===== src/sv/rsv_pkg.sv =====
`timescale 1ns / 1ps
// ----------------------------------------------------------------------------
// rsv_pkg
// Shared types and constants of the resampling sample voice.
// ----------------------------------------------------------------------------
package rsv_pkg;

   localparam int MEMORY_DEPTH   = 65536;
   localparam int FRACTION_WIDTH = 16;
   localparam int QUEUE_DEPTH    = 2;
   localparam int CSR_ADDR_WIDTH = 4;

   localparam logic [16:0]        UNITY_VOLUME   = 17'h10000;
   localparam logic [16:0]        POSITION_MAX   = 17'h1FFFF;
   localparam logic [23:0]        COUNTER_MAX    = 24'hFFFFFF;
   localparam logic signed [15:0] REPEAT_FOREVER = -16'sd1;

   localparam logic [23:0]        PHASE_INC_RESET  = 24'd65536;
   localparam logic [16:0]        SAMPLE_LEN_RESET = 17'd0;
   localparam logic signed [15:0] REPEAT_RESET     = 16'sd1;

   typedef enum logic [1:0] {
      CMD_WRITE = 2'd0,
      CMD_START = 2'd1,
      CMD_STOP  = 2'd2,
      CMD_TICK  = 2'd3
   } cmd_type;

   typedef enum logic [1:0] {
      CSR_PHASE_INCREMENT = 2'd0,
      CSR_SAMPLE_LENGTH   = 2'd1,
      CSR_REPEAT_COUNT    = 2'd2
   } csr_index_type;

   typedef enum logic [2:0] {
      ST_IDLE,
      ST_LOAD,
      ST_MUL1,
      ST_MUL2,
      ST_OUT
   } state_type;

   typedef struct packed {
      cmd_type            cmd;
      logic [15:0]        address;
      logic signed [7:0]  sample_byte;
      logic [23:0]        fade_samples;
      logic [16:0]        fade_step;
   } item_type;

   typedef struct packed {
      logic [23:0]        phase_increment;
      logic [16:0]        sample_length;
      logic signed [15:0] repeat_count;
   } cfg_type;

endpackage


===== src/sv/rsv_req_if.sv =====
`timescale 1ns / 1ps
// ----------------------------------------------------------------------------
// rsv_req_if
// Command channel of the sample voice.
// ----------------------------------------------------------------------------
interface rsv_req_if;
   logic              valid;
   logic              ready;
   logic [1:0]        cmd;
   logic [15:0]       address;
   logic signed [7:0] sample_byte;
   logic [23:0]       fade_samples;
   logic [16:0]       fade_step;

   modport source (output valid, cmd, address, sample_byte, fade_samples, fade_step,
                   input ready);
   modport sink   (input valid, cmd, address, sample_byte, fade_samples, fade_step,
                   output ready);
endinterface


===== src/sv/rsv_front.sv =====
`timescale 1ns / 1ps
// ----------------------------------------------------------------------------
// rsv_front
// Command intake: decodes each transfer and holds it in a short queue.
// ----------------------------------------------------------------------------
module rsv_front (
   input  logic               clock,
   input  logic               reset,
   rsv_req_if.sink            req_chan,
   output rsv_pkg::item_type  head,
   output logic               head_valid,
   input  logic               pop
);

   localparam int PW = (rsv_pkg::QUEUE_DEPTH > 1) ? $clog2(rsv_pkg::QUEUE_DEPTH) : 1;
   localparam int CW = $clog2(rsv_pkg::QUEUE_DEPTH + 1);

   rsv_pkg::item_type q_mem_ff [rsv_pkg::QUEUE_DEPTH];
   logic [PW-1:0] wr_ptr_ff, wr_ptr_in;
   logic [PW-1:0] rd_ptr_ff, rd_ptr_in;
   logic [CW-1:0] count_ff, count_in;
   rsv_pkg::item_type decoded;
   logic push;
   logic do_pop;

   assign req_chan.ready = (count_ff != CW'(rsv_pkg::QUEUE_DEPTH));
   assign push           = req_chan.valid && req_chan.ready;
   assign head_valid     = (count_ff != '0);
   assign head           = q_mem_ff[rd_ptr_ff];
   assign do_pop         = pop && head_valid;

   // a zero fade step acts as one
   always_comb begin
      decoded.cmd          = rsv_pkg::cmd_type'(req_chan.cmd);
      decoded.address      = req_chan.address;
      decoded.sample_byte  = req_chan.sample_byte;
      decoded.fade_samples = req_chan.fade_samples;
      decoded.fade_step    = (req_chan.fade_step == '0) ? 17'd1 : req_chan.fade_step;
   end

   function automatic logic [PW-1:0] ptr_next(input logic [PW-1:0] p);
      logic [PW-1:0] r;
      if (p == PW'(rsv_pkg::QUEUE_DEPTH - 1)) begin
         r = '0;
      end else begin
         r = p + PW'(1);
      end
      return r;
   endfunction

   always_comb begin
      wr_ptr_in = push ? ptr_next(wr_ptr_ff) : wr_ptr_ff;
      rd_ptr_in = do_pop ? ptr_next(rd_ptr_ff) : rd_ptr_ff;
      count_in  = count_ff;
      if (push && !do_pop) begin
         count_in = count_ff + CW'(1);
      end else if (!push && do_pop) begin
         count_in = count_ff - CW'(1);
      end
   end

   always_ff @(posedge clock) begin
      if (reset) begin
         wr_ptr_ff <= '0;
         rd_ptr_ff <= '0;
         count_ff  <= '0;
      end else begin
         wr_ptr_ff <= wr_ptr_in;
         rd_ptr_ff <= rd_ptr_in;
         count_ff  <= count_in;
      end
   end

   always_ff @(posedge clock) begin
      if (push) begin
         q_mem_ff[wr_ptr_ff] <= decoded;
      end
   end

endmodule


===== src/flat_wrapper.sv =====
// flat-port wrapper written by rule: the top's interface ports become plain ports
module rsv_front_flat 
  (clock, reset, head, head_valid, pop, req_chan_valid, req_chan_cmd, req_chan_address, req_chan_sample_byte, req_chan_fade_samples, req_chan_fade_step, req_chan_ready);
  rsv_req_if req_chan_i ();
  input  logic clock;
  input  logic reset;
  output rsv_pkg::item_type head;
  output logic head_valid;
  input  logic pop;
  input wire logic [$bits(req_chan_i.valid)-1:0] req_chan_valid;
  input wire logic [$bits(req_chan_i.cmd)-1:0] req_chan_cmd;
  input wire logic [$bits(req_chan_i.address)-1:0] req_chan_address;
  input wire logic [$bits(req_chan_i.sample_byte)-1:0] req_chan_sample_byte;
  input wire logic [$bits(req_chan_i.fade_samples)-1:0] req_chan_fade_samples;
  input wire logic [$bits(req_chan_i.fade_step)-1:0] req_chan_fade_step;
  output wire logic [$bits(req_chan_i.ready)-1:0] req_chan_ready;
  assign req_chan_i.valid = req_chan_valid;
  assign req_chan_i.cmd = req_chan_cmd;
  assign req_chan_i.address = req_chan_address;
  assign req_chan_i.sample_byte = req_chan_sample_byte;
  assign req_chan_i.fade_samples = req_chan_fade_samples;
  assign req_chan_i.fade_step = req_chan_fade_step;
  assign req_chan_ready = req_chan_i.ready;
  rsv_front u_core (.clock(clock), .reset(reset), .req_chan(req_chan_i), .head(head), .head_valid(head_valid), .pop(pop));
endmodule

===== config.mk =====
export PLATFORM = sky130hd
export DESIGN_NAME = rsv_front_flat
export DESIGN_NICKNAME = d
export VERILOG_FILES = /design/src/sv/rsv_pkg.sv /design/src/sv/rsv_req_if.sv /design/src/sv/rsv_front.sv /design/src/flat_wrapper.sv
export SDC_FILE = /design/constraint.sdc
export NUM_CORES = 1
export LEC_CHECK = 0
export ABC_AREA = 1
export BUFFER_PORTS_ARGS = -buffer_cell sky130_fd_sc_hd__buf_2
export CORE_MARGIN = 2
export CORE_UTILIZATION = 47
export DETAILED_ROUTE_END_ITERATION = 10
export GPL_ROUTABILITY_DRIVEN = 0
export GPL_TIMING_DRIVEN = 0
export PLACE_DENSITY = 0.74
export SYNTH_ARGS = -nofsm -noshare
export SYNTH_HDL_FRONTEND = slang
export SYNTH_SLANG_ARGS = --single-unit

===== constraint.sdc =====
create_clock -name clock -period 3.77 [get_ports clock]
set_clock_uncertainty 0.2 [all_clocks]
set_input_delay 0.377 -clock clock [delete_from_list [all_inputs] [get_ports clock]]
set_output_delay 0.377 -clock clock [all_outputs]
set_load 0.03 [all_outputs]

# Yosys cells after proc, flatten, opt, wreduce, memory -nomap -nowiden
# Memory sizes are Yosys's and may differ from the RTL's. A register that Yosys moved wholly into a read port is not among the register bits.
# Cells that the tools add are included.
# word_totals
inputBits	71
mem_bits_rw	134
output_inout_bits	69
ff_bits	4
memories	1
word_cells	27
# op_classes
addsub	4
n_eq_ne	1
muxes	9
n_reduce_logical	9
# mem_list
memory	words	width	rd	rd_clocked_by_memory_dff	write_ports	line_no	source
u_core.q_mem_ff	2	67	1	1	1	rsv_front.sv:18	rsv_pkg::item_type q_mem_ff [rsv_pkg::QUEUE_DEPTH];
# op_table
op	count
zero test 17 bit	1
two-way mux 17 bit	1
two-way mux 1 bit	6
logical AND 1 bit	4
two-way mux 2 bit	2
nonzero test 2 bit	2
adder 1 bit (second input constant)	2
adder 2 x 1 -> 2 bit (second input constant)	1
zero test 1 bit	2
!= test 2 bit (second input constant)	1
subtractor 2 x 1 -> 2 bit (second input constant)	1

# Longest topological paths before layout
# logic_depth
ltp_word	6
depth_mapped	11
ltp_nobuf	11

# Worst setup path after synthesis
# OpenSTA, ideal clock, no wires.
# synth_timing
path_kind	flip-flop to flip-flop
from	reg u_core.count_ff[0]
to	mem u_core.q_mem_ff[0][0] (netlist name) (enable)
path_stages_with_launch	5
setup_slack_ns	-0.509
n_path_buf	0
arrival_ns	3.587
synth_period_minus_slack_ns	4.279
path_cell_list	dfxtp_1 -> inv_1 -> nand2_1 -> nand2_1 -> nor2_1
# synth_between
elab_chain_cells	4
# synth_rtl
element	line_no	source
from (decl)	rsv_front.sv:21	logic [CW-1:0] count_ff, count_in;
from (signal assigned)	rsv_front.sv:70	count_ff <= count_in;
!= test 2 bit	rsv_front.sv:26	assign req_chan.ready = (count_ff != CW'(rsv_pkg::QUEUE_DEPTH));
net req_chan_ready	flat_wrapper.sv:16	output wire logic [$bits(req_chan_i.ready)-1:0] req_chan_ready;
logical AND 1 bit	rsv_front.sv:27	assign push = req_chan.valid && req_chan.ready;
two-way mux 1 bit	rsv_front.sv:75	if (push) begin
two-way mux 1 bit (implied by the code)	rsv_front.sv:76	q_mem_ff[wr_ptr_ff] <= decoded;
to (decl)	rsv_front.sv:18	
# The timed path passes the listed nets, and every way through them passes these cells.

==> results.md <==
- Status: complete, no violations
- Total Power: 5.14 mW
- CP Capture Type: primary output
- Clock sink count: 139
- Core outline area: about 11000 sq um
- Post-Syn Nets: 350
- First drt pass iteration count: 5
- Met1 Resource Use GR: 0.198
- Setup TNS: 0 ps
- Layout fillers: ~760
- Post-route clock period utilization: 0.602
- Post-Layout Cell Count: 643
- Max VDD drop: 340 uV
- Vias in the first global route: 3116
- Post-synthesis cell area: 5310 sq um
- Pins Over Slew Limit: 0
- Worst setup SP type: flop
- Hold crit path type: input pin to flop
- LEAKAGE: 2.90 nW
- Met2 Use GR: 0.280
- Crit path kind: flop to primary output
- Detailed Route Iter0 Violations: 126
- Worst Path Required: roughly 3200 ps
- Clock root buffer master: clkbuf_16
- Pin count of the biggest net entering global routing: 31
- Layout cell share with drive strength beyond 1: 0.489
- Initial Util: 0.486
- GR Util met3: 0.0635
- GRT Max-Usage Layer: met2
- H-tree depth: 4
- # DRC: 0
- DR vias/cell: 4.79
- # port buffers: approximately 140
- Clock Latency Late Sink: approximately 400 ps
- CP Data Arrival Time: 1690 ps
- Syn. warnings: 0
- DP HPWL: 6460 um
- Worst slew pin tran: 667 ps
- Die Width: ~110 um
- Final #Nets: 562
- CTS Buffer Depth: 2
- Antenna cell count: 0
- CTS tree: yes
- Post-Place Cells: 561
- #FFs+latches synth: 139
- Sequential cell area fraction in the yosys report: 0.776
- Final hold vios: 0
- Area Growth Syn to Fin: 39.3%
- CTS Buf Count: 17
- Hold Slack: ~65 ps
- Wire length per cell: 15.3 um
- Max_cap viols: 0
- RSZ-0062 raised after global routing: false
- Die Y: 110 um
- Average size of a mapped cell: 19.1 sq um
- Yosys cell types: 16
- Fin crit period: 2270 ps
- Initial antenna violation count: 0
- Power per cell area: 694 nW/um^2
- Antenna viol nets, final: 0
- Row count: 38
- Core Util, Final: 0.677
- Final Setup Violations: 0
- CTS clk-pin slew, worst paths: about 50 ps
- Total GRT Usage: 0.166
- CP Max Fanout: 10
- Congestion Overflow GR: 0
- Post-Syn Instances: between 200 and 300
- First-pass GRT wire length: 14800 um
- Fmax: around 440 MHz
- Via count: 3077
- Slew margin rel.: 0.554
- Die ar.: 12200 sq um
- IO Pins: between 100 and 150
- Routed WL: approximately 9800 um
## metrics by stage
stage	worst slack [ps]	cell area [sq um]
6_report	1500	7400
2_1_floorplan	-509	5310
3_3_place_gp	-1900	6180
3_5_place_dp	1520	6290
5_1_grt	1390	7400
4_1_cts	1450	7400
## cell usage in the layout, fill, tap and decap left out
cell,n
buf_2,142
edfxtp_1,134
dlygate4sd3_1,50
mux2_2,37
mux2_4,30
clkbuf_1,17
clkbuf_16,17
nor2_1,15
nand2_1,14
inv_1,9
dfxtp_1,5
clkinv_1,4
bufinv_16,4
nand3_1,3
buf_6,3
clkinvlp_4,3
nor2_4,2
o21ai_0,2
a21oi_1,2
clkinv_2,2
buf_16,2
buf_12,2
buf_4,1
nand4_1,1
ha_1,1
inv_6,1
## layout make-up
type,count,area [sq um],area share
Timing Repair Buffer,193,1290,0.175
Inverter,9,33.8,0.00457
Tap cell,140,175,0.0237
Sequential cell,139,4120,0.557
Clock buffer,18,429,0.0580
Clock inverter,14,176,0.0238
Buffer,23,116,0.0157
Multi-Input combinational cell,107,1050,0.142
## layer usage
metal  vias up  routed length (um)
met2       116                5000
li1       1462                   -
met4         0                  63
met1      1492                4100
met3         7                 647
met5         -                   0
## synth_stat cells, drive strengths merged
cell | instances | area [sq um]
nand3 | 3 | 15.0
nor2 | 17 | 63.8
edfxtp | 134 | 4020
a21oi | 2 | 10.0
inv | 9 | 33.8
clkbuf | 16 | 60.1
nand4 | 1 | 6.26
buf | 7 | 56.3
o21ai | 2 | 10.0
dfxtp | 5 | 100
ha | 1 | 12.5
mux2 | 67 | 867
nand2 | 14 | 52.6
## flip-flops by register name, summed over array words and instances, names as in the netlist, named ones only
name	count
u_core.count_ff	2
u_core.rd_ptr_ff	1
u_core.q_mem_ff	134
u_core.wr_ptr_ff	1
## report_power, final
group          switching, mW  internal, mW  leakage, nW
Combinational          0.893         0.563         1.33
Clock                  0.578          1.10        0.286
Sequential            0.0552          1.95         1.29
Total                   1.53          3.61         2.90
## timing repair
action	4_1_cts	5_1_grt
setup buffers	0	0
gates resized for setup	0	0
hold endpoints to repair	100	0
hold buffers	50	0
setup endpoints to repair	0	0
## logic make-up after synthesis
| kind of cell | after synthesis | share of synthesized area |
|---|---|---|
| mux | 67 | 0.163 |
| simple gates | 35 | 0.0259 |
| fa+ha+maj | 1 | 0.00236 |
| compound gates | 4 | 0.00377 |
| flops | 139 | 0.776 |
| buf+inv | 32 | 0.0283 |
## final timing paths
path / from / to / slack (ps) / cells after the start
worst min-delay path: req_chan_fade_step[6] / u_core.q_mem_ff[1][6] / 60 / 2
worst max-delay path: flop / head[52] / 1500 / 4
worst max register to register: u_core.count_ff[0] / u_core.q_mem_ff[0][53] / 1530 / 6
worst min register to register: u_core.rd_ptr_ff / u_core.rd_ptr_ff / 320 / 2
## critical path: stages, from the launching register on
cell and delay (ps):
dfxtp_1 360, buf_4 230, buf_6 210, mux2_4 320, buf_2 180
No activity file was read; power rests on OpenSTA's default activity.
